## config.mk

```make
export PLATFORM = sky130hd
export DESIGN_NAME = pmrc_fifo
export DESIGN_NICKNAME = d
export VERILOG_FILES = /design/src/hw/rtl/pmrc_pkg.sv /design/src/hw/rtl/pmrc_fifo.sv
export SDC_FILE = /design/constraint.sdc
export NUM_CORES = 1
export LEC_CHECK = 0
export ABC_AREA = 1
export BUFFER_PORTS_ARGS = -buffer_cell sky130_fd_sc_hd__buf_4
export CELL_PAD_IN_SITES_DETAIL_PLACEMENT = 1
export CELL_PAD_IN_SITES_GLOBAL_PLACEMENT = 1
export CORE_MARGIN = 5
export CORE_UTILIZATION = 45
export CTS_BUF_LIST = sky130_fd_sc_hd__clkbuf_8
export DETAILED_ROUTE_END_ITERATION = 7
export PLACE_DENSITY_LB_ADDON = 0.05
export SLEW_MARGIN = 20
export SYNTH_ARGS = -nofsm -noshare
export SYNTH_HDL_FRONTEND = slang
export SYNTH_SLANG_ARGS = --single-unit
```

## constraint.sdc

```tcl
create_clock -name aclk -period 1.9 [get_ports aclk]
set_input_delay 0.38 -clock aclk [delete_from_list [all_inputs] [get_ports aclk]]
set_output_delay 0.38 -clock aclk [all_outputs]
set_load 0.02 [all_outputs]
```

## src/hw/rtl/pmrc_pkg.sv

```systemverilog
// ----------------------------------------------------------------------------
// pmrc_pkg
// Shared widths, register indexes and stage payload types.
// ----------------------------------------------------------------------------
package pmrc_pkg;

    localparam int COORD_BITS        = 32;
    localparam int DIFF_W            = COORD_BITS + 1;
    localparam int PROD_W            = 2 * DIFF_W;
    localparam int TAG_W             = 16;
    localparam int MIN_RING_VERTICES = 4;
    localparam int CNT_W             = $clog2(MIN_RING_VERTICES + 1);
    localparam int FIFO_DEPTH        = 4;
    localparam int FIFO_AW           = $clog2(FIFO_DEPTH);
    localparam int FIFO_CW           = FIFO_AW + 1;
    localparam int S_DATA_W          = ((2 * COORD_BITS + TAG_W + 7) / 8) * 8;
    localparam int M_DATA_W          = ((1 + TAG_W + 7) / 8) * 8;
    localparam int S_USER_W          = 3;
    localparam int CFG_AW            = 1;

    typedef enum logic [CFG_AW-1:0] {
        REG_QUERY_X = 1'b0,
        REG_QUERY_Y = 1'b1
    } cfg_reg_t;

    typedef struct packed {
        logic signed [COORD_BITS-1:0] vx;
        logic signed [COORD_BITS-1:0] vy;
        logic                         is_hole;
        logic                         ring_mark;
        logic                         part_mark;
        logic                         end_feature;
        logic [TAG_W-1:0]             tag;
    } vtx_t;

    typedef struct packed {
        logic                     ok;
        logic                     d_neg;
        logic signed [DIFF_W-1:0] a;
        logic signed [DIFF_W-1:0] d;
        logic signed [DIFF_W-1:0] c;
        logic signed [DIFF_W-1:0] e;
    } edge_t;

    typedef struct packed {
        logic             is_hole;
        logic             end_ring;
        logic             end_part;
        logic             end_feature;
        logic             ring_full;
        logic [TAG_W-1:0] tag;
    } ctl_t;

    typedef struct packed {
        edge_t e1;
        edge_t e2;
        ctl_t  ctl;
    } stg1_t;

    typedef struct packed {
        logic                     ok;
        logic                     d_neg;
        logic signed [PROD_W-1:0] lhs;
        logic signed [PROD_W-1:0] rhs;
    } prod_t;

    typedef struct packed {
        prod_t p1;
        prod_t p2;
        ctl_t  ctl;
    } stg2_t;

    typedef struct packed {
        logic             hit;
        logic [TAG_W-1:0] tag;
    } res_t;

    function automatic logic signed [DIFF_W-1:0] sub_ext(
        input logic signed [COORD_BITS-1:0] x,
        input logic signed [COORD_BITS-1:0] y
    );
        logic signed [DIFF_W-1:0] xe;
        logic signed [DIFF_W-1:0] ye;
        xe = DIFF_W'(x);
        ye = DIFF_W'(y);
        return xe - ye;
    endfunction

endpackage

```

## src/hw/rtl/pmrc_fifo.sv

```systemverilog
// ----------------------------------------------------------------------------
// pmrc_fifo
// Small result queue decoupling the pipeline from the output beat.
// ----------------------------------------------------------------------------
module pmrc_fifo
    import pmrc_pkg::*;
(
    input  logic               aclk,
    input  logic               aresetn,
    input  logic               push,
    input  res_t               push_data,
    input  logic               pop,
    output logic               not_empty,
    output res_t               head,
    output logic [FIFO_CW-1:0] count
);

    res_t               mem [FIFO_DEPTH];
    logic [FIFO_AW-1:0] wr_ptr_reg, rd_ptr_reg;
    logic [FIFO_CW-1:0] cnt_reg, cnt_next;
    logic               do_pop;

    assign do_pop   = pop & (cnt_reg != '0);
    assign cnt_next = cnt_reg + FIFO_CW'(push) - FIFO_CW'(do_pop);

    always_ff @(posedge aclk) begin
        if (!aresetn) begin
            wr_ptr_reg <= '0;
            rd_ptr_reg <= '0;
            cnt_reg    <= '0;
        end else begin
            if (push) begin
                wr_ptr_reg <= wr_ptr_reg + 1'b1;
            end
            if (do_pop) begin
                rd_ptr_reg <= rd_ptr_reg + 1'b1;
            end
            cnt_reg <= cnt_next;
        end
    end

    always_ff @(posedge aclk) begin
        if (push) begin
            mem[wr_ptr_reg] <= push_data;
        end
    end

    assign not_empty = cnt_reg != '0;
    assign head      = mem[rd_ptr_reg];
    assign count     = cnt_reg;

endmodule

```

==> metrics.txt <==
status=finished clean; Pre-Repair DR Iteration Count=6; Residual DRC=0; kind of critical path=flop to output pin; CTS sink cnt=77; later-pin clock latency in the skew report=340 ps; warnings from Yosys=0; GR Overflow Total=0; Final ANT Viol Nets=0; share of cells above drive strength 1=0.284; Worst Setup Start Kind=flop; vias in the first global route=1,975; CTS tree=yes; CTS root buffer=clkbuf_8; CTS H-Tree Depth=3; area delta synth->final=19.9%; Final Cycle Share=0.965; Boundary Pins=42; Seq/Total Area, Yosys=0.732; setup violators final=0; Setup Skew=3.83 ps; CTS Buf Count=9; initial DRC count=81; die height=92.1 um; Mapped Cells=224; largest net degree at the start of global routing=35; # rows=30; relative slew slack=0.736; Critical Path RT=1520 ps; top cell type's share of synthesized area=0.672; Final Hold Fails=0; Post-DP HPWL=3960 um; n_diodes=0; unrepaired setup endpoints after global routing=yes; worst path arrival time=1450 ps; Placer Congestion=0.687; Most flops, register=mem; Vias/cell=5.11; Fin Hold WS=230 ps; largest cells by area after synthesis=edfxtp_1 67%, dfxtp_1 5.9%, nor2_1 4.8%; post-CTS setup buffers=0; first-pass GRT wire length=9570 um; DIE WIDTH=92.1 um; CORE AREA=6680 um2; Synth async-reset ratio=0; Post-Place Cells=346; initial core utilization=0.454; Avg Inst Size Synth=13.6 um2; Synth Cell Area=3040 um2; hold-critical path depth=1; post-cts sizing count=4; Port-buffer cells=41; initial antenna violation count=0; average wire per standard cell=16.2 um; prevailing post-synth register cell=edfxtp_1; Slew @ Worst Pin=396 ps; synthesized flop and latch total=77; Leak=1.39 nW; clk buf depth=2; max-slew violations=0; max reg flops=68; Pwr Density=1210 nW/um2; Synthesized Nets=252; clk slew on worst S/H paths=80 ps; top post-synthesis cells by count=68 x edfxtp_1, 39 x nor2_1, 17 x o22ai_1; gr usage total=0.151; Max-Cap Viols=0; Post-synth EDFFs=68; CP max FO=12; Highest Clock Rate=0.545 GHz; hold-fix buffers at CTS=0; count leader, synth=edfxtp_1; Yosys top cell by area=edfxtp_1; worst reg2reg path depth=8; Netlist cell types=19; Max rail drop VDD=0.593 mV; Non-Filler Instances=362; Min-Delay Path Class=primary input to flop; Final Power=4.41 mW; # nets final=305; Die ar.=8490 um2; Via Count=1,849; post-layout min period=1830 ps; DRT Wirelength=5870 um; Worst Setup End Kind=output pin
-- worst paths after layout --
check,from,to,slack [ps]
worst min register to register,rd_ptr_reg[0]$_SDFFE_PN0P_,rd_ptr_reg[0]$_SDFFE_PN0P_,520
worst max register to register,count[1]$_SDFF_PN0_,count[2]$_SDFF_PN0_,150
worst max-delay path,flop,head[4],70
worst min-delay path,push_data[6],mem[1][6]$_DFFE_PP_,230
-- kinds of logic after synthesis --
family	Yosys count	synth area share
fa+ha+maj	7	0.0313
buf+inv	26	0.0507
compound gates	59	0.117
simple gates	55	0.0688
flops	77	0.732
-- area by class of cell --
type	count	area, um2
fillers	701	3040
flip-flops and latches	77	2220
multi-input cells	121	663
repair buffers	51	415
clock buffers	9	124
well taps	80	100
inverters	17	71.3
clock inverters	7	41.3
-- power by group --
part / internal, mW / switching (mW) / leakage (nW)
sequential: 1.96 / 0.0634 / 0.700
clock: 0.464 / 0.587 / 0.0805
combinational: 0.520 / 0.812 / 0.614
total: 2.94 / 1.46 / 1.39
-- placed cells by master (no fill, tap or decap) --
cell type,instances
buf_4,47
o21ai_2,10
inv_4,1
clkinv_2,2
fa_1,1
nand2_1,14
nor2_2,1
o21ai_1,13
nand3_1,2
clkinvlp_4,2
clkbuf_8,9
dfxtp_1,7
inv_6,2
dfxtp_2,2
buf_6,2
ha_1,6
a21oi_1,5
a21boi_0,1
inv_1,15
clkinv_1,2
o21ai_0,13
buf_12,2
edfxtp_1,68
nor2_1,38
o22ai_1,17
-- stage by stage --
step	cell area (um2)	setup slack (ps)	TNS, ps	util
4_1_cts	3630	50.7	0	0.544
3_3_place_gp	3460	123	0	0.517
2_1_floorplan	3040	168	0	-
6_report	3640	65.7	0	0.545
3_5_place_dp	3460	72.6	0	0.517
5_1_grt	3640	-17.7	-31.5	0.545
-- routing by layer --
layer,up-vias,wire length (um),track usage
met5,-,0,0
met4,0,88,0.0705
met3,9,175,0.0361
met2,31,3070,0.260
met1,898,2530,0.177
li1,911,-,-
-- critical path: stages (launching register included) --
cell     delay [ps]
dfxtp_2         410
buf_4           210
o21ai_0         120
o22ai_1         200
buf_4           180
Note: power is estimated with default switching activity, not from simulation.
