File: src/hw/rtl/pmrc_pkg.sv
// ----------------------------------------------------------------------------
// pmrc_pkg
// Shared widths, register indexes and stage payload types.
// ----------------------------------------------------------------------------
package pmrc_pkg;

    localparam int COORD_BITS        = 32;
    localparam int DIFF_W            = COORD_BITS + 1;
    localparam int PROD_W            = 2 * DIFF_W;
    localparam int TAG_W             = 16;
    localparam int MIN_RING_VERTICES = 4;
    localparam int CNT_W             = $clog2(MIN_RING_VERTICES + 1);
    localparam int FIFO_DEPTH        = 4;
    localparam int FIFO_AW           = $clog2(FIFO_DEPTH);
    localparam int FIFO_CW           = FIFO_AW + 1;
    localparam int S_DATA_W          = ((2 * COORD_BITS + TAG_W + 7) / 8) * 8;
    localparam int M_DATA_W          = ((1 + TAG_W + 7) / 8) * 8;
    localparam int S_USER_W          = 3;
    localparam int CFG_AW            = 1;

    typedef enum logic [CFG_AW-1:0] {
        REG_QUERY_X = 1'b0,
        REG_QUERY_Y = 1'b1
    } cfg_reg_t;

    typedef struct packed {
        logic signed [COORD_BITS-1:0] vx;
        logic signed [COORD_BITS-1:0] vy;
        logic                         is_hole;
        logic                         ring_mark;
        logic                         part_mark;
        logic                         end_feature;
        logic [TAG_W-1:0]             tag;
    } vtx_t;

    typedef struct packed {
        logic                     ok;
        logic                     d_neg;
        logic signed [DIFF_W-1:0] a;
        logic signed [DIFF_W-1:0] d;
        logic signed [DIFF_W-1:0] c;
        logic signed [DIFF_W-1:0] e;
    } edge_t;

    typedef struct packed {
        logic             is_hole;
        logic             end_ring;
        logic             end_part;
        logic             end_feature;
        logic             ring_full;
        logic [TAG_W-1:0] tag;
    } ctl_t;

    typedef struct packed {
        edge_t e1;
        edge_t e2;
        ctl_t  ctl;
    } stg1_t;

    typedef struct packed {
        logic                     ok;
        logic                     d_neg;
        logic signed [PROD_W-1:0] lhs;
        logic signed [PROD_W-1:0] rhs;
    } prod_t;

    typedef struct packed {
        prod_t p1;
        prod_t p2;
        ctl_t  ctl;
    } stg2_t;

    typedef struct packed {
        logic             hit;
        logic [TAG_W-1:0] tag;
    } res_t;

    function automatic logic signed [DIFF_W-1:0] sub_ext(
        input logic signed [COORD_BITS-1:0] x,
        input logic signed [COORD_BITS-1:0] y
    );
        logic signed [DIFF_W-1:0] xe;
        logic signed [DIFF_W-1:0] ye;
        xe = DIFF_W'(x);
        ye = DIFF_W'(y);
        return xe - ye;
    endfunction

endpackage

File: src/hw/rtl/pmrc_front.sv
// ----------------------------------------------------------------------------
// pmrc_front
// Ring tracking (first/previous vertex, vertex count) and edge differences.
// ----------------------------------------------------------------------------
module pmrc_front
    import pmrc_pkg::*;
(
    input  logic                         aclk,
    input  logic                         aresetn,
    input  logic signed [COORD_BITS-1:0] query_x,
    input  logic signed [COORD_BITS-1:0] query_y,
    input  logic                         in_valid,
    input  vtx_t                         in_vtx,
    output logic                         s1_valid,
    output stg1_t                        s1_data
);

    logic signed [COORD_BITS-1:0] first_x_reg, first_y_reg;
    logic signed [COORD_BITS-1:0] prev_x_reg, prev_y_reg;
    logic [CNT_W-1:0]             cnt_reg, cnt_next;
    logic signed [COORD_BITS-1:0] first_x_next, first_y_next;
    logic [CNT_W-1:0]             cnt_inc;
    logic                         end_part, end_ring;
    logic                         v_above, p_above, f_above;
    logic                         valid_reg;
    stg1_t                        data_reg, data_next;

    assign end_part = in_vtx.part_mark | in_vtx.end_feature;
    assign end_ring = in_vtx.ring_mark | end_part;

    assign first_x_next = (cnt_reg == '0) ? in_vtx.vx : first_x_reg;
    assign first_y_next = (cnt_reg == '0) ? in_vtx.vy : first_y_reg;
    assign cnt_inc  = (cnt_reg < CNT_W'(MIN_RING_VERTICES)) ? cnt_reg + 1'b1 : cnt_reg;
    assign cnt_next = end_ring ? '0 : cnt_inc;

    assign v_above = in_vtx.vy > query_y;
    assign p_above = prev_y_reg > query_y;
    assign f_above = first_y_next > query_y;

    always_comb begin
        // edge from this vertex to the previous one
        data_next.e1.ok    = (cnt_reg != '0) && (v_above != p_above);
        data_next.e1.d     = sub_ext(prev_y_reg, in_vtx.vy);
        data_next.e1.d_neg = data_next.e1.d[DIFF_W-1];
        data_next.e1.c     = sub_ext(prev_x_reg, in_vtx.vx);
        data_next.e1.e     = sub_ext(query_y, in_vtx.vy);
        data_next.e1.a     = sub_ext(query_x, in_vtx.vx);
        // closing edge from first vertex to this one
        data_next.e2.ok    = end_ring && (f_above != v_above);
        data_next.e2.d     = sub_ext(in_vtx.vy, first_y_next);
        data_next.e2.d_neg = data_next.e2.d[DIFF_W-1];
        data_next.e2.c     = sub_ext(in_vtx.vx, first_x_next);
        data_next.e2.e     = sub_ext(query_y, first_y_next);
        data_next.e2.a     = sub_ext(query_x, first_x_next);
        data_next.ctl.is_hole     = in_vtx.is_hole;
        data_next.ctl.end_ring    = end_ring;
        data_next.ctl.end_part    = end_part;
        data_next.ctl.end_feature = in_vtx.end_feature;
        data_next.ctl.ring_full   = cnt_inc >= CNT_W'(MIN_RING_VERTICES);
        data_next.ctl.tag         = in_vtx.tag;
    end

    always_ff @(posedge aclk) begin
        if (!aresetn) begin
            valid_reg   <= 1'b0;
            cnt_reg     <= '0;
            first_x_reg <= '0;
            first_y_reg <= '0;
            prev_x_reg  <= '0;
            prev_y_reg  <= '0;
        end else begin
            valid_reg <= in_valid;
            if (in_valid) begin
                cnt_reg     <= cnt_next;
                first_x_reg <= first_x_next;
                first_y_reg <= first_y_next;
                prev_x_reg  <= in_vtx.vx;
                prev_y_reg  <= in_vtx.vy;
            end
        end
    end

    always_ff @(posedge aclk) begin
        if (in_valid) begin
            data_reg <= data_next;
        end
    end

    assign s1_valid = valid_reg;
    assign s1_data  = data_reg;

endmodule

File: config.mk
export PLATFORM = sky130hd
export DESIGN_NAME = pmrc_front
export DESIGN_NICKNAME = d
export VERILOG_FILES = /design/src/hw/rtl/pmrc_pkg.sv /design/src/hw/rtl/pmrc_front.sv
export SDC_FILE = /design/constraint.sdc
export NUM_CORES = 1
export LEC_CHECK = 0
export ABC_CLOCK_PERIOD_IN_PS = 12700
export BUFFER_PORTS_ARGS = -buffer_cell sky130_fd_sc_hd__buf_2
export CORE_ASPECT_RATIO = 0.6
export CORE_MARGIN = 2
export CORE_UTILIZATION = 40
export DETAILED_ROUTE_END_ITERATION = 7
export PLACE_DENSITY_LB_ADDON = 0.08
export SYNTH_ARGS = -nofsm -noshare
export SYNTH_HDL_FRONTEND = slang
export SYNTH_SLANG_ARGS = --single-unit
File: constraint.sdc
create_clock -name aclk -period 12.7 [get_ports aclk]
set_input_delay 1.905 -clock aclk [delete_from_list [all_inputs] [get_ports aclk]]
set_output_delay 1.905 -clock aclk [all_outputs]
set_load 0.01 [all_outputs]
==> out/results.ini <==
[timing]
tns_ns = 0
tightest_slew_ns = 1.28
clock.fmax_ghz = 0.184
layout_min_cycle_time_ns = 5.43
final.period_utilization = 0.427
hold_viol = 0
fin_skew_ns = 0.0196
hold_slack_ns = 0.483
setup_viol = 0
slew_violations = 0
rsz0062_at_grt = false
maxSlewHeadroom = 0.137
fin_ws_ns = 7.27

[setup_path]
required_ns = 13.05
cp_num_cells = 13
max_stage_delay_ns = 1.04
worst-setup-path-type = input pin to flop
worstSetupEndpoint = s1_data[285]
cp_max_fo = 7
worst_r2r_endpoint = s1_data[153]
cp_top_family = compound AO/OA/AOI/OAI gates
setup.worst_path.end_class = flop
cp_common_cell = o31a_1
crit_chain = buf_2 > inv_1 > ha_1 > nor2b_1 > o31a_1 > o31a_1 > o41ai_1 > a31oi_1 > a41o_1 > a41oi_1 > o21ai_0 > a21oi_1 > xnor2_1
cp.arrival_ns = 5.78
timing.rr.start = cnt_reg[0]
critPathBufInv = 2
r2r_cells = 18
crit_path_start_kind = input pin
critPathSlowestCell = o41ai_1
crit_path_start = in_vtx[53]
ff2ff_setup_slack_ns = 7.31

[cells_and_area]
seq_area_um2 = 11300
num-fill-cells = 6476
drive_gt1_frac = 0.173
final_cells = 4137
nets = 3631
final_cell_mix = buf_2, ha_1, edfxtp_1
layout_commonest_cell = buf_2
multi_input_area_um2 = 15300
syn_to_final_growth_pct = 16.9
largest_reg_flops = 287

[routing]
drt_wl_total_mm = 87.2
drtIter0Drc = 1699
wl_per_cell_um = 21.1
drc = 0
postRouteAntennaNets = 0
avgViaCountPerCell = 5.47
first_pass_iters = 5
dr_total_vias = 22600

[floorplanning]
core-area_um2 = 68100
initial_utilization = 0.404
dieArea_um2 = 71000
io_pins = 441
die_h_um = 207
rows = 74
chipWidth_um = 343

[synthesis]
yosys.area.top_type = edfxtp_1
synthAdderAreaFrac = 0.136
synthSimpleGateAreaFrac = 0.112
yosysSeqAreaShare = 0.409
synth.avg_cell_area_um2 = 9.99
synth.top_cell.area_share = 0.313
synthFlopType = edfxtp_1
async_flop_share = 0
synth_cell_types = 85
synth-edff-count = 287
synthMuxAreaShare = 0.0483
synth_xor_xnor_area_share = 0.0684
syn_nets = 3198
post_synth_instance_area_um2 = 27500
ys_seq_elements = 419
synth_area_leaders = edfxtp_1, ha_1, dfxtp_1, xnor2_1, mux2i_1
synth_top_family_by_area = compound AO/OA/AOI/OAI gates
yosys_warnings = 0
netlist_instances = 2753
synth_compound_area_frac = 0.192

[global_route]
grt_max_degree = 153
grt_first_pass_wirelength_mm = 131
grt_usage = 0.239
grt-ovfl-total = 0
grt_pass1_vias = 21200
antenna_found_initial = 1

[worst_hold_path]
min_path_cells = 2
hold_path.class = flop to flop

[clock_network]
insertion_delay_ns = 0.61
clk_root_buffer_cell = clkbuf_16
ctsHoldBuffers = 0
tritoncts = yes
post_cts_buffers = 0
clock_path_buffers = 3
cts_sinks = 419
htreeDepth = 2
cts_buffers = 46
cts_resized = 0
path_clk_slew_ns = 0.07

[placement]
dp_cells = 4050
pre_cts_ws_ns = 6.82
port_buffers = 440
hpwlAfterDp_mm = 68.2
gp_congestion = 0.949

[outcome]
outcome = completed

[power]
pwr_density_cell_nw_per_um2 = 132
p_leak_nw = 14.4
ir_worst_vdd_uv = 88.2

[flow_run]
cap_viol_max_count = 0

[area by class of cell]
cell class / instances / area share
multi-input combinational: 2089 / 0.476
inverter: 179 / 0.0210
sequential: 419 / 0.350
clock inverter: 24 / 0.00451
clock buffer: 62 / 0.0412
timing repair buffer: 451 / 0.0717
tap: 912 / 0.0355
antenna: 1 / 0.0000778
[report_power, final]
| group | switching (W) | internal [W] | total (W) |
|---|---|---|---|
| Clock | 0.000599 | 0.000753 | 0.00135 |
| Combinational | 0.000696 | 0.000462 | 0.00116 |
| Sequential | 0.0000714 | 0.00167 | 0.00174 |
| Total | 0.00137 | 0.00289 | 0.00425 |
[worst min path at each step]
| stage | slack, ns | to | from |
|---|---|---|---|
| finish | 0.48 | first_y_reg[31] | first_y_reg[31] |
| global route | 0.51 | first_x_reg[17] | first_x_reg[17] |
| CTS | 0.49 | first_y_reg[18] | first_y_reg[18] |
| detailed placement | 0.48 | first_y_reg[18] | first_y_reg[18] |
| global placement | 0.47 | first_x_reg[20] | first_x_reg[20] |
| floorplan | 0.46 | first_x_reg[0] | first_x_reg[0] |
[metrics by stage]
stage / util / total power (W) / area [µm²]
CTS: 0.473 / 0.00429 / 32200
global route: 0.473 / 0.00447 / 32200
floorplan: - / 0.00248 / 27500
global placement: 0.451 / 0.00291 / 30700
detailed placement: 0.451 / 0.00292 / 30700
finish: 0.473 / 0.00425 / 32200
[cell families (layout without fill, tap and decap cells)]
| logic type | count (synthesis) | after routing |
|---|---|---|
| fa+ha+maj | 296 | 296 |
| flops | 419 | 419 |
| buf+inv | 245 | 716 |
| simple gates | 653 | 653 |
| compound gates | 795 | 795 |
| other cells | 0 | 1 |
| mux | 130 | 130 |
| xor+xnor | 215 | 215 |
[per-layer routing]
layer | wire (µm) | vias to the layer above | GRT usage
met2 | 34300 | 729 | 0.326
met4 | 1550 | 0 | 0.0496
li1 | - | 11000 | -
met3 | 7420 | 80 | 0.0565
met5 | 0 | - | 0
met1 | 43900 | 10800 | 0.376
[cells in the mapped netlist (all sizes together) (78+ instances only)]
cell type / count
o21ai: 132
nor2: 263
xnor2: 149
a21o: 133
ha: 288
dfxtp: 132
edfxtp: 287
nand2: 125
mux2i: 130
a21oi: 213
a211oi: 78
inv: 178
[worst reg2reg max path, stage by stage (launching register included)]
cell and delay, ns:
dfxtp_1 0.34, inv_1 0.07, ha_1 0.28, nand2b_4 0.54, buf_4 0.70, nand2_1 0.11
o21ai_0 0.17, ha_1 0.30, inv_1 0.08, ha_1 0.20, a31o_2 0.24, a22oi_2 0.27
a2111oi_2 0.16, o41ai_1 0.53, a21oi_1 0.25, a311o_1 0.49, a31oi_1 0.25, nor2b_1 0.08
o22ai_1 0.17
No activity file was read; power rests on OpenSTA's default activity.
