## config.mk

```make
export PLATFORM = sky130hd
export DESIGN_NAME = pmrc_accum
export DESIGN_NICKNAME = d
export VERILOG_FILES = /design/src/hw/rtl/pmrc_pkg.sv /design/src/hw/rtl/pmrc_accum.sv
export SDC_FILE = /design/constraint.sdc
export NUM_CORES = 1
export LEC_CHECK = 0
export ABC_AREA = 1
export BUFFER_PORTS_ARGS = -buffer_cell sky130_fd_sc_hd__clkbuf_2
export CAP_MARGIN = 30
export CORE_AREA = 2 2 119 121
export CTS_BUF_LIST = sky130_fd_sc_hd__clkbuf_4
export DETAILED_ROUTE_END_ITERATION = 16
export DIE_AREA = 0 0 121 123
export GPL_TIMING_DRIVEN = 0
export HOLD_SLACK_MARGIN = 0.05
export PLACE_DENSITY = 0.63
export SETUP_SLACK_MARGIN = 0.02
export SKIP_LAST_GASP = 1
export SYNTH_ARGS = -nofsm -noshare
export SYNTH_HDL_FRONTEND = slang
export SYNTH_SLANG_ARGS = --single-unit
```

## constraint.sdc

```tcl
create_clock -name aclk -period 5 [get_ports aclk]
set_clock_uncertainty 0.15 [all_clocks]
set_input_delay 0.25 -clock aclk [delete_from_list [all_inputs] [get_ports aclk]]
set_output_delay 0.25 -clock aclk [all_outputs]
set_load 0.02 [all_outputs]
```

## src/hw/rtl/pmrc_pkg.sv

```systemverilog
// ----------------------------------------------------------------------------
// pmrc_pkg
// Shared widths, register indexes and stage payload types.
// ----------------------------------------------------------------------------
package pmrc_pkg;

    localparam int COORD_BITS        = 32;
    localparam int DIFF_W            = COORD_BITS + 1;
    localparam int PROD_W            = 2 * DIFF_W;
    localparam int TAG_W             = 16;
    localparam int MIN_RING_VERTICES = 4;
    localparam int CNT_W             = $clog2(MIN_RING_VERTICES + 1);
    localparam int FIFO_DEPTH        = 4;
    localparam int FIFO_AW           = $clog2(FIFO_DEPTH);
    localparam int FIFO_CW           = FIFO_AW + 1;
    localparam int S_DATA_W          = ((2 * COORD_BITS + TAG_W + 7) / 8) * 8;
    localparam int M_DATA_W          = ((1 + TAG_W + 7) / 8) * 8;
    localparam int S_USER_W          = 3;
    localparam int CFG_AW            = 1;

    typedef enum logic [CFG_AW-1:0] {
        REG_QUERY_X = 1'b0,
        REG_QUERY_Y = 1'b1
    } cfg_reg_t;

    typedef struct packed {
        logic signed [COORD_BITS-1:0] vx;
        logic signed [COORD_BITS-1:0] vy;
        logic                         is_hole;
        logic                         ring_mark;
        logic                         part_mark;
        logic                         end_feature;
        logic [TAG_W-1:0]             tag;
    } vtx_t;

    typedef struct packed {
        logic                     ok;
        logic                     d_neg;
        logic signed [DIFF_W-1:0] a;
        logic signed [DIFF_W-1:0] d;
        logic signed [DIFF_W-1:0] c;
        logic signed [DIFF_W-1:0] e;
    } edge_t;

    typedef struct packed {
        logic             is_hole;
        logic             end_ring;
        logic             end_part;
        logic             end_feature;
        logic             ring_full;
        logic [TAG_W-1:0] tag;
    } ctl_t;

    typedef struct packed {
        edge_t e1;
        edge_t e2;
        ctl_t  ctl;
    } stg1_t;

    typedef struct packed {
        logic                     ok;
        logic                     d_neg;
        logic signed [PROD_W-1:0] lhs;
        logic signed [PROD_W-1:0] rhs;
    } prod_t;

    typedef struct packed {
        prod_t p1;
        prod_t p2;
        ctl_t  ctl;
    } stg2_t;

    typedef struct packed {
        logic             hit;
        logic [TAG_W-1:0] tag;
    } res_t;

    function automatic logic signed [DIFF_W-1:0] sub_ext(
        input logic signed [COORD_BITS-1:0] x,
        input logic signed [COORD_BITS-1:0] y
    );
        logic signed [DIFF_W-1:0] xe;
        logic signed [DIFF_W-1:0] ye;
        xe = DIFF_W'(x);
        ye = DIFF_W'(y);
        return xe - ye;
    endfunction

endpackage

```

## src/hw/rtl/pmrc_accum.sv

```systemverilog
// ----------------------------------------------------------------------------
// pmrc_accum
// Crossing compare, ring parity and part/feature membership accumulation.
// ----------------------------------------------------------------------------
module pmrc_accum
    import pmrc_pkg::*;
(
    input  logic  aclk,
    input  logic  aresetn,
    input  logic  s2_valid,
    input  stg2_t s2_data,
    output logic  res_push,
    output res_t  res_data
);

    logic parity_reg, ext_reg, hole_reg, feat_reg;
    logic parity_next, ext_next, hole_next, feat_next;
    logic x1, x2, par_n, ring_in, ext_n, hole_n, feat_n;
    logic signed [PROD_W-1:0] l1, r1, l2, r2;

    assign l1 = s2_data.p1.lhs;
    assign r1 = s2_data.p1.rhs;
    assign l2 = s2_data.p2.lhs;
    assign r2 = s2_data.p2.rhs;

    // negative edge height flips the sense of the compare
    assign x1 = s2_data.p1.ok && (s2_data.p1.d_neg ? (l1 > r1) : (l1 < r1));
    assign x2 = s2_data.p2.ok && (s2_data.p2.d_neg ? (l2 > r2) : (l2 < r2));

    always_comb begin
        par_n   = parity_reg ^ x1 ^ x2;
        ring_in = par_n & s2_data.ctl.ring_full;
        ext_n   = ext_reg;
        hole_n  = hole_reg;
        if (s2_data.ctl.end_ring) begin
            if (s2_data.ctl.is_hole) begin
                hole_n = hole_reg | ring_in;
            end else begin
                ext_n = ext_reg | ring_in;
            end
        end
        feat_n = feat_reg;
        if (s2_data.ctl.end_part) begin
            feat_n = feat_reg | (ext_n & ~hole_n);
        end

        parity_next = s2_data.ctl.end_ring    ? 1'b0 : par_n;
        ext_next    = s2_data.ctl.end_part    ? 1'b0 : ext_n;
        hole_next   = s2_data.ctl.end_part    ? 1'b0 : hole_n;
        feat_next   = s2_data.ctl.end_feature ? 1'b0 : feat_n;
    end

    always_ff @(posedge aclk) begin
        if (!aresetn) begin
            parity_reg <= 1'b0;
            ext_reg    <= 1'b0;
            hole_reg   <= 1'b0;
            feat_reg   <= 1'b0;
        end else if (s2_valid) begin
            parity_reg <= parity_next;
            ext_reg    <= ext_next;
            hole_reg   <= hole_next;
            feat_reg   <= feat_next;
        end
    end

    assign res_push     = s2_valid & s2_data.ctl.end_feature;
    assign res_data.hit = feat_n;
    assign res_data.tag = s2_data.ctl.tag;

endmodule

```

==> impl_summary.log, run 1 <==
[metrics] worst-case setup slack after placement: around 1800 ps
[metrics] CP required: around 4600 ps
[metrics] # port buffers: ~300
[metrics] Num Clock Sinks: 4
[metrics] clock buffers created by TritonCTS: 3
[metrics] NetSw: ~230 uW
[metrics] register area share after synthesis: 0.01871
[metrics] Final Slew Violations: 0
[metrics] Starting DRT DRC Count: 74
[metrics] launch point of the critical path: s2_data[42]
[metrics] total wirelength of the detailed-routed design: between 10,000 and 15,000 um
[metrics] run status: complete, no violations
[metrics] WL per Instance: 10.15 um
[metrics] CP max stage delay: 290 ps
[metrics] capture point of the critical path: res_data[16]
[metrics] cell area after synthesis: 0.004280 mm^2
[metrics] filler cell count in the final layout: around 1,500
[metrics] Cell Int Power: around 270 uW
[metrics] Area growth syn-to-layout: 40.11%
[metrics] Net Sw Frac: 0.4587
[metrics] mean post-synth cell area: 6.046 um^2
[metrics] post-route setup slack: 1869 ps
[metrics] number of buffers inserted to repair setup after CTS: 0
[metrics] number of cells in the design after placement: ~1,200
[metrics] total congestion overflow after global routing: 0
[metrics] number of H-tree levels: 1
[metrics] maximum resistive drop on vdd: roughly 0.040 mV
[metrics] launching element type of the critical path: primary input
[metrics] number of synthesized flops with an enable pin: 0
[metrics] kind of end point of the critical path: output port
[metrics] length in cells of the worst reg-to-reg path: 9
[metrics] power share of the clock group: 0.085
[metrics] final hold viol count: 0
[metrics] period utilisation layout: 0.6263
[metrics] slew at the pin closest to its max-slew limit: between 300 and 400 ps
[metrics] number of resized instances in the post-cts repair step: 0
[metrics] DR pass1 iterations: 4
[metrics] RR Startpoint: parity_reg$_SDFFE_PN0P_
[metrics] setup violation total in the final timing report: 0
[metrics] post-synthesis net count: 1,132
[metrics] via count of the first global-routing pass: 4,568
[metrics] share of cells above drive strength 1: 0.3486
[metrics] hold buffer count at cts: 0
[metrics] max_cap viols: 0
[metrics] share of power burned in registers: 0.067
[metrics] worst relative slew slack: 0.7741
[metrics] Min-Delay Path Class: in2reg
[metrics] Fmax achieved: between 300 and 400 MHz
[metrics] count of antenna-violating nets left after detailed routing: 0
[metrics] power density over the cells: about 83 mW/mm^2
[metrics] non-filler cells, final: 1,185
[metrics] TritonCTS clock tree: yes
[metrics] final net count: approximately 1,400
[metrics] critical path cell sequence: clkbuf_2 > inv_1 > ha_1 > nand2_1 > nor2_1 > and2_1 > nand2_1 > nor2_1 > nand2_1 > nand3_1 > nor2_1 > nand3_1 > nand3_2 > nand2_1 > nor2_2 > nand3_2 > nand2_2 > nand3_1 > nand3_2 > nor2_2 > nor2_2 > inv_1 > buf_4 > clkbuf_2
[metrics] number of antenna violations at the first check in global routing: 0
[metrics] minimum clock period: roughly 3100 ps
[metrics] largest fanout of any net on the critical path: 3
[metrics] Die Ht: ~120 um
[metrics] count of pins on the block boundary: 310
[metrics] reported leakage power: approximately 0.0041 uW
[metrics] Clock Tree Root: clkbuf_4
[metrics] core area: roughly 0.014 mm^2
[metrics] number of distinct library cells after synthesis: 31
[metrics] RSZ-0062 raised after global routing: false
[metrics] instance count of the mapped netlist: a little over 700
[metrics] die area: roughly 0.015 mm^2
[metrics] crit path max-delay cell type: ha_1
[metrics] Yosys Warn Count: 0
[metrics] number of vias in the routed layout: approximately 4,900
[metrics] insertion delay to the later sink of the worst-skew pair: roughly 240 ps
[metrics] number of standard-cell rows in the floorplan: 43
[metrics] width of the die: 121 um
[metrics] setup tns final: 0 ps
[metrics] effective utilization at floorplan: 0.3145
[metrics] largest net degree at the start of global routing: 6
[metrics] endpoint of the worst-slack reg-to-reg timing path: feat_reg$_SDFFE_PN0P_
[metrics] DRC viols: 0
[metrics] routability-driven placement congestion ratio: a little over 0.8
[metrics] share of flip-flops with an asynchronous set or reset after synthesis: 0
[metrics] DR vias/cell: 4.152
[metrics] cell repeated most along the worst path: nand2_1
[metrics] leading register cell type out of synthesis: dfxtp_1
[metrics] type of the setup path with the least slack: in2out
[metrics] Comb power frac: 0.848
[metrics] detailed-placement wirelength estimate: 11,750 um
[metrics] FF-to-FF setup slack: roughly 3600 ps
[metrics] Tot GR Track Use: 0.1534
[metrics] wire length of the first global-routing pass: between 15,000 and 20,000 um
[metrics] arrival time of data at the critical path endpoint: between 2000 and 3000 ps
[metrics] Reg clk slew, reported paths: around 40 ps
[metrics] number of synthesized register bits: 4
[metrics] clock tree buffer depth: 2
-- cell usage after synthesis (2+ instances only) --
master / n / area share
dfxtp_1: 4 / 0.019
buf_4: 17 / 0.030
ha_1: 132 / 0.39
inv_1: 191 / 0.17
o21a_1: 4 / 0.0070
a21oi_1: 51 / 0.060
nand3_1: 20 / 0.023
inv_2: 6 / 0.0053
a21o_1: 6 / 0.011
o21ai_0: 13 / 0.015
nor2_1: 43 / 0.038
nand2_2: 7 / 0.010
nor4_1: 2 / 0.0029
nand4_1: 10 / 0.015
nor2_2: 9 / 0.013
nor3_1: 3 / 0.0035
nand3_2: 8 / 0.019
nand2_1: 169 / 0.15
-- power by group through the flow --
stage               clock network, uW  logic (uW)  registers, uW
floorplan                           0         256           33.7
global placement                    0         421           33.8
detailed placement                  0         426           33.9
CTS                              44.3         429           33.3
global route                     47.9         495           33.3
finish                           42.1         420           33.3
-- area by class of cell --
| cell class | count | area, um^2 | share of cell area |
|---|---|---|---|
| clock buffers | 3 | 22.52 | 0.003755 |
| multi-input cells | 490 | 3333 | 0.5558 |
| well taps | 180 | 225.2 | 0.03755 |
| diodes | 1 | 2.502 | 0.0004173 |
| inverters | 197 | 739.5 | 0.1233 |
| repair buffers | 293 | 1466 | 0.2445 |
| plain buffers | 17 | 127.6 | 0.02128 |
| flip-flops and latches | 4 | 80.08 | 0.01335 |
-- critical path, delay by kind of cell --
family	cells	cell delay [ps]
AND/OR/NAND/NOR	18	1750
buffers and inverters	5	410
adder cells (fa/ha/maj)	1	290
-- cell usage in the layout, fill, tap and decap left out, types with 2 or more instances in the layout --
cell type,instances
nand3_2,8
inv_2,6
inv_1,191
nand4_1,10
o21ai_0,13
nand2_2,7
dfxtp_1,4
a21oi_1,51
nor3_1,3
nand3_1,20
clkbuf_2,293
nor2_1,43
clkbuf_4,3
a21o_1,6
ha_1,132
o21a_1,4
nand2_1,169
nor2_2,9
buf_4,17
nor4_1,2
-- how the worst min path moves through the flow --
stage	endpoint	depth (start not counted)	startpoint	slack (ps)
global placement	ext_reg$_SDFFE_PN0P_	2	ext_reg$_SDFFE_PN0P_	310
floorplan	hole_reg$_SDFFE_PN0P_	2	aresetn	220
finish	hole_reg$_SDFFE_PN0P_	3	aresetn	100
global route	hole_reg$_SDFFE_PN0P_	3	aresetn	130
CTS	hole_reg$_SDFFE_PN0P_	3	aresetn	100
detailed placement	ext_reg$_SDFFE_PN0P_	2	ext_reg$_SDFFE_PN0P_	320
-- metrics by stage --
stage          hold WS (ps)  utilization  total power (uW)  instance area (um^2)
2_1_floorplan         223.0            -             289.3                  4280
5_1_grt               130.6       0.4404             575.9                  5995
4_1_cts               101.8       0.4404             506.7                  5995
3_3_place_gp          314.8       0.4387             454.8                  5972
6_report              102.1       0.4406             495.2                  5997
3_5_place_dp          318.1       0.4387             459.7                  5972
-- per-layer routing --
layer | routed length (um) | vias to the layer above | track usage
met5 | 0 | - | 0
met3 | 1153 | 4 | 0.03459
met1 | 4667 | 1943 | 0.1604
met4 | 53 | 0 | 0.01672
li1 | - | 2788 | -
met2 | 6153 | 185 | 0.3167
-- kinds of logic after synthesis --
logic type / count (synthesis) / synth area share
buffers and inverters: 214 / 0.2026
AND/OR/NAND/NOR: 278 / 0.2891
flip-flops: 4 / 0.01871
adder cells (fa/ha/maj): 132 / 0.3859
AO/OA/AOI/OAI: 80 / 0.1038
(Power assumes the default switching activity.)
==> inputs of run 2 (changes only) <==
- ABC_AREA: 1 -> 0
- PLACE_DENSITY: 0.63 -> 0.6
- clock period: 5 -> 3 ns (I/O delays scaled with it)
==> run 2 against run 1 <==
Effect of this change:
- the run now ends with setup timing left
- area after synthesis fell by 8.3%
- synthesized cell count down 24%
- sequential cell count is the same
- die area stayed put
- worst setup slack worse by 2200 ps
- critical path depth is 10 lower
- worst hold slack lost 7.6 ps
- highest routed layer unchanged
- sequential share of layout area is essentially flat
==> impl_summary.log, run 2 <==
[metrics] Fmax achieved: a little over 300 MHz
[metrics] worst relative slew slack: 0.6463
[metrics] leading register cell type out of synthesis: dfxtp_1
[metrics] CP max stage delay: approximately 560 ps
[metrics] period utilisation layout: 1.098
[metrics] mean post-synth cell area: 7.298 um^2
[metrics] setup tns final: -325.2 ps
[metrics] number of synthesized flops with an enable pin: 0
[metrics] Top Layer Used: met4
[metrics] filler cell count in the final layout: between 1,000 and 1,500
[metrics] Reg clk slew, reported paths: 40 ps
[metrics] Num Clock Sinks: 4
[metrics] cell area after synthesis: slightly below 0.004 mm^2
[metrics] leading cell type by number of instances after synthesis: inv_1
[metrics] commonest non-fill, non-tap cell in the layout: clkbuf_2
[metrics] run status: finished with violations
[metrics] commonest cells after routing, fill and taps aside: clkbuf_2 (282), inv_1 (132), ha_1 (121), a21oi_1 (44), nand2_1 (31)
[metrics] via count of the first global-routing pass: about 4,300
[metrics] cell repeated most along the worst path: nand4_1
[metrics] insertion delay to the later sink of the worst-skew pair: roughly 250 ps
[metrics] Min-Delay Path Class: in2reg
[metrics] final net count: between 1,000 and 1,500
[metrics] met3 wirelength from detailed routing: 1178 um
[metrics] final hold viol count: 0
[metrics] kind of end point of the critical path: output port
[metrics] # port buffers: between 200 and 300
[metrics] crit path max-delay cell type: or4_4
[metrics] number of standard-cell rows in the floorplan: 43
[metrics] WL per Instance: 12.81 um
[metrics] minimum clock period: around 3300 ps
[metrics] max_cap viols: 0
[metrics] wire length of the first global-routing pass: around 19,000 um
[metrics] Tot GR Track Use: 0.1569
[metrics] post-route setup slack: -294.7 ps
[metrics] number of H-tree levels: 1
[metrics] clock buffers created by TritonCTS: 3
[metrics] number of distinct library cells after synthesis: 57
[metrics] type of the setup path with the least slack: in2out
[metrics] DR pass1 iterations: 5
[metrics] total wirelength of the detailed-routed design: 13,090 um
[metrics] largest net degree at the start of global routing: 11
[metrics] cell types occupying the most area after synthesis: ha_1 (42%), inv_1 (13%), a21oi_1 (5.7%), nand4_1 (4.3%), a21o_1 (3.3%)
[metrics] largest fanout of any net on the critical path: 4
[metrics] maximum resistive drop on vdd: ~0.076 mV
[metrics] violated checks: setup timing
[metrics] width of the die: between 100 and 150 um
[metrics] TritonCTS clock tree: yes
[metrics] detailed-placement wirelength estimate: around 12,000 um
[metrics] sum of met2 wire segment lengths after detailed routing: about 7000 um
[metrics] Area growth syn-to-layout: 53.15%
[metrics] total area of sequential cells: ~80 um^2
[metrics] launching element type of the critical path: primary input
[metrics] CP required: ~2700 ps
[metrics] core area: approximately 0.014 mm^2
[metrics] Die Ht: approximately 120 um
[metrics] DR vias/cell: between 4 and 5
[metrics] count of pins on the block boundary: 310
[metrics] share of cells above drive strength 1: 0.4281
[metrics] effective utilization at floorplan: 0.2884
[metrics] Starting DRT DRC Count: 79
[metrics] register area share after synthesis: 0.02040
[metrics] total congestion overflow after global routing: 0
[metrics] power density over the cells: roughly 140 mW/mm^2
[metrics] routability-driven placement congestion ratio: 0.8286
[metrics] number of vias in the routed layout: between 4,000 and 5,000
[metrics] number of synthesized register bits: 4
[metrics] critical path cell sequence: clkbuf_2 > ha_4 > nand4_1 > or4_4 > nand3b_4 > nor4_4 > a31o_4 > buf_4 > and3_2 > o41ai_4 > a211o_1 > nand4_1 > nand3_2 > buf_6
[metrics] Final Slew Violations: 0
[metrics] die area: roughly 0.015 mm^2
[metrics] count of antenna-violating nets left after detailed routing: 0
[metrics] library cell occupying the most area in the post-synthesis netlist: ha_1
[metrics] clock tree buffer depth: 2
[metrics] arrival time of data at the critical path endpoint: 2990 ps
[metrics] reported leakage power: about 0.0038 uW
[metrics] Tot Pwr: ~860 uW
[metrics] area taken by multi-input logic gates: between 0.003 and 0.004 mm^2
[metrics] hold path start: s2_data[18]
[metrics] post-synthesis net count: a little under 1,000
[metrics] instance count of the mapped netlist: about 540
[metrics] Met1 Wirelength: 4864 um
[metrics] setup violation total in the final timing report: 3
[metrics] leading cell types by count after synthesis: inv_1 (140), ha_1 (132), a21oi_1 (45)
[metrics] slew at the pin closest to its max-slew limit: approximately 520 ps
[metrics] Clock Tree Root: clkbuf_4
[metrics] DRC viols: 0
[metrics] number of antenna violations at the first check in global routing: 0
[metrics] share of flip-flops with an asynchronous set or reset after synthesis: 0
[metrics] RR Startpoint: parity_reg$_SDFFE_PN0P_
[metrics] RSZ-0062 raised after global routing: true
[metrics] area share of the largest cell type after synthesis: 0.4207
[metrics] Yosys Warn Count: 0
[metrics] launch point of the critical path: s2_data[145]
## run 2: cell types whose count changed in the layout (fill, tap and decap cells not counted), sizes merged, moves of 4 or more
cell,change
nand4,+19
buf,+18
inv,-57
a211oi,+5
nor2b,+4
a221oi,+4
a21oi,-7
nor2,-39
nand3,-14
clkbuf,-11
a21o,+11
nand2,-145
## run 2: critical path: cells and delay by family
kind / cells / cell delay (ps)
compound gates: 3 / 640
fa+ha+maj: 1 / 250
buf+inv: 3 / 360
simple gates: 7 / 1590
## run 2: final cells by class
cell class              count  share of cell area
repair buffers            301              0.2663
flip-flops and latches      4             0.01332
multi-input cells         376              0.5691
plain buffers              17             0.02185
inverters                 140             0.08781
diodes                      1           0.0004161
clock buffers               3            0.003745
well taps                 180             0.03745
## run 2: worst paths after layout
path,endpoint,slack [ps],cells past startpoint
min reg2reg,ext_reg$_SDFFE_PN0P_,310,1
max,res_data[16],-290,14
max reg2reg,hole_reg$_SDFFE_PN0P_,910,6
min,hole_reg$_SDFFE_PN0P_,90,3
## run 2: metal layers
metal	vias to the layer above	track usage
met1	1970	0.1669
met4	0	0.01962
met3	12	0.03552
met2	201	0.3188
li1	2478	-
met5	-	0
## run 2: cell families (layout without fill, tap and decap cells)
logic type | after synthesis | after routing | share of synthesized area
AO/OA/AOI/OAI | 118 | 118 | 0.1998
adder cells (fa/ha/maj) | 132 | 132 | 0.4206
buffers and inverters | 158 | 461 | 0.1692
flip-flops | 4 | 4 | 0.02040
other | 0 | 1 | 0
AND/OR/NAND/NOR | 126 | 126 | 0.1899
## run 2: through the flow
step | std cells | setup WS, ps | util | hold WS (ps) | cell area (um^2)
after floorplan | 538 | 64.62 | - | 116.2 | 3926
after global placement | 1011 | -534.9 | 0.4127 | 253.6 | 5618
after detailed placement | 1011 | -534.3 | 0.4127 | 252.3 | 5618
after CTS | 1015 | -399.3 | 0.4182 | 63.00 | 5693
after global routing | 1021 | -406.1 | 0.4416 | 99.93 | 6011
final | 1022 | -294.7 | 0.4418 | 94.52 | 6013
## run 2: report_power, final
part           switching [uW]  leakage [uW]  internal (uW)
Clock                    26.8     0.0000138           45.1
Sequential               2.26     0.0000323           54.9
Combinational             345       0.00373            382
## run 2: timing repair
| action | in CTS | in global routing |
|---|---|---|
| setup buffers | 0 | 7 |
| gates cloned | 0 | 0 |
| hold buffers | 1 | 0 |
| hold endpoints to repair | 2 | 0 |
| gates resized for setup | 6 | 46 |
| pin swaps | 3 | 24 |
| endpoints found under the setup margin | 2 | 4 |
==> inputs of run 3 (changes only) <==
- BUFFER_PORTS_ARGS: -buffer_cell sky130_fd_sc_hd__clkbuf_2 -> not set
- DONT_BUFFER_PORTS: not set -> 1
- PLACE_DENSITY: 0.6 -> 0.4
==> run 3 against run 2 <==
Effect of this change:
- design area down 25%
- combinational power decreased by 28%
- worst hold slack lost 41 ps
- largest cell class unchanged
- die area stayed put
- the run still ends with setup timing left
- first-iteration DRC count up 32%
- clock power shrank 5.0%
- critical path type unchanged
- sequential power is essentially flat
==> impl_summary.log, run 3 (synthesized netlist as in run 2, its figures left out) <==
[metrics] Fmax achieved: approximately 330 MHz
[metrics] TritonCTS clock tree: yes
[metrics] capture point of the critical path: res_data[16]
[metrics] setup violation total in the final timing report: 1
[metrics] launching element type of the critical path: primary input
[metrics] total wirelength of the detailed-routed design: 11,590 um
[metrics] crit path max-delay cell type: nor4_4
[metrics] number of antenna violations at the first check in global routing: 0
[metrics] final design area excluding fillers: 0.004507 mm^2
[metrics] arrival time of data at the critical path endpoint: between 2000 and 3000 ps
[metrics] launch point of the critical path: s2_data[54]
[metrics] count of antenna-violating nets left after detailed routing: 0
[metrics] number of standard-cell rows in the floorplan: 43
[metrics] Final Slew Violations: 0
[metrics] kind of end point of the critical path: output port
[metrics] clock buffers created by TritonCTS: 3
[metrics] Starting DRT DRC Count: 104
[metrics] endpoint of the worst-slack reg-to-reg timing path: hole_reg$_SDFFE_PN0P_
[metrics] power density over the cells: approximately 140 mW/mm^2
[metrics] RR Startpoint: parity_reg$_SDFFE_PN0P_
[metrics] Die Ht: approximately 120 um
[metrics] antenna diode count: 0
[metrics] reported leakage power: 0.002572 uW
[metrics] period utilisation layout: 1.024
[metrics] effective utilization at floorplan: 0.2884
[metrics] commonest cells after routing, fill and taps aside: inv_1 (133), ha_1 (124), a21oi_1 (43), nand2_1 (30), nand4_1 (27)
[metrics] DR vias/cell: 5.082
[metrics] Final Core Density: 0.3311
[metrics] final hold viol count: 0
[metrics] insertion delay to the later sink of the worst-skew pair: around 240 ps
[metrics] number of H-tree levels: 1
[metrics] share of cells above drive strength 1: 0.1225
[metrics] RSZ-0062 raised after global routing: true
[metrics] final net count: 981
[metrics] Area growth syn-to-layout: 14.79%
[metrics] width of the die: 121 um
[metrics] FF-to-FF setup slack: ~840 ps
[metrics] total congestion overflow after global routing: 0
[metrics] wire length of the first global-routing pass: 17,530 um
[metrics] length in cells of the worst reg-to-reg path: 6
[metrics] number of vias in the routed layout: roughly 3,700
[metrics] largest fanout of any net on the critical path: 4
[metrics] Num Clock Sinks: 4
[metrics] max_cap viols: 0
[metrics] violated checks: setup timing
[metrics] core area: roughly 0.014 mm^2
[metrics] DR pass1 iterations: 4
[metrics] critical path cell sequence: inv_1 > ha_1 > nand4_1 > nor4_4 > nand2_2 > nor4_4 > a31o_2 > nor3b_2 > o41ai_4 > and3_4 > o2111ai_2 > nand3_1 > buf_6
[metrics] Reg clk slew, reported paths: roughly 30 ps
[metrics] via count of the first global-routing pass: approximately 3,800
[metrics] largest net degree at the start of global routing: 10
[metrics] count of pins on the block boundary: 310
[metrics] CP required: 2700 ps
[metrics] commonest non-fill, non-tap cell in the layout: inv_1
[metrics] clock tree buffer depth: 2
[metrics] detailed-placement wirelength estimate: 10,810 um
[metrics] worst relative slew slack: 0.6856
[metrics] cell repeated most along the worst path: nor4_4
[metrics] die area: ~0.015 mm^2
[metrics] post-route setup slack: -72.22 ps
[metrics] WL per Instance: between 15 and 20 um
[metrics] # port buffers: 0
[metrics] slew at the pin closest to its max-slew limit: around 460 ps
[metrics] cell area after placement: between 0.004 and 0.005 mm^2
[metrics] CP max stage delay: ~410 ps
[metrics] routability-driven placement congestion ratio: 0.7752
[metrics] Clock Tree Root: clkbuf_4
[metrics] maximum resistive drop on vdd: ~0.08 mV
[metrics] run status: finished with violations
[metrics] Min-Delay Path Class: in2reg
[metrics] DRC viols: 0
[metrics] type of the setup path with the least slack: in2out
[metrics] minimum clock period: 3072 ps
[metrics] Tot GR Track Use: 0.1434
[run 3: cell count changes in the layout (fill, tap and decap cells not counted), sizes merged]
cell,delta
clkbuf,-282
dlygate4sd3,+5
diode,-1
buf,-9
[run 3: timing repair]
| item | 4_1_cts | 5_1_grt |
|---|---|---|
| setup buffers | 3 | 5 |
| endpoints found under the hold margin | 4 | 0 |
| setup endpoints to repair | 1 | 3 |
| gates resized for setup | 29 | 8 |
| hold buffers | 6 | 0 |
| pin swaps | 18 | 11 |
[run 3: layer usage]
metal  GRT usage  routed length [um]
met2      0.2953                6223
met4    0.005087                  31
met1      0.1499                4183
met3     0.04013                1155
met5           0                   0
[run 3: layout make-up]
cell class	count	area [um^2]
Fill cell	1502	9105
Sequential cell	4	80.08
Tap cell	180	225.2
Inverter	140	538.0
Timing Repair Buffer	14	120.1
Buffer	18	142.6
Multi-Input combinational cell	376	3378
Clock buffer	3	22.52
[run 3: worst min-delay path by stage]
stage,startpoint,endpoint,slack (ps),cells after the start
finish,s2_valid,hole_reg$_SDFFE_PN0P_,50,3
global route,s2_valid,hole_reg$_SDFFE_PN0P_,70,3
CTS,s2_valid,hole_reg$_SDFFE_PN0P_,50,3
detailed placement,aresetn,feat_reg$_SDFFE_PN0P_,130,2
global placement,aresetn,feat_reg$_SDFFE_PN0P_,120,2
floorplan,aresetn,feat_reg$_SDFFE_PN0P_,120,2
[run 3: critical path, delay by kind of cell]
kind / cells / cell delay, ps
AO/OA/AOI/OAI: 3 / 710
adder cells (fa/ha/maj): 1 / 300
buffers and inverters: 2 / 140
AND/OR/NAND/NOR: 7 / 1450
[run 3: power by group]
| group | switching (uW) | leakage (uW) | internal [uW] | total, uW |
|---|---|---|---|---|
| Combinational | 278 | 0.00253 | 249 | 527 |
| Sequential | 2.21 | 0.0000323 | 55.0 | 57.2 |
| Clock | 23.4 | 0.0000138 | 44.8 | 68.2 |
[run 3: through the flow]
| stage | setup TNS [ps] | std cells | total power [uW] | hold WS, ps | worst slack, ps |
|---|---|---|---|---|---|
| final | -72.22 | 735 | 651.9 | 53.75 | -72.22 |
| after global routing | -242.5 | 735 | 750.0 | 73.84 | -242.5 |
| after detailed placement | -574.8 | 718 | 541.7 | 125.5 | -298.9 |
| after floorplan | 0 | 538 | 444.0 | 116.2 | 64.62 |
| after global placement | -322.3 | 718 | 527.5 | 124.6 | -247.5 |
| after CTS | -190.7 | 730 | 646.5 | 51.95 | -190.7 |
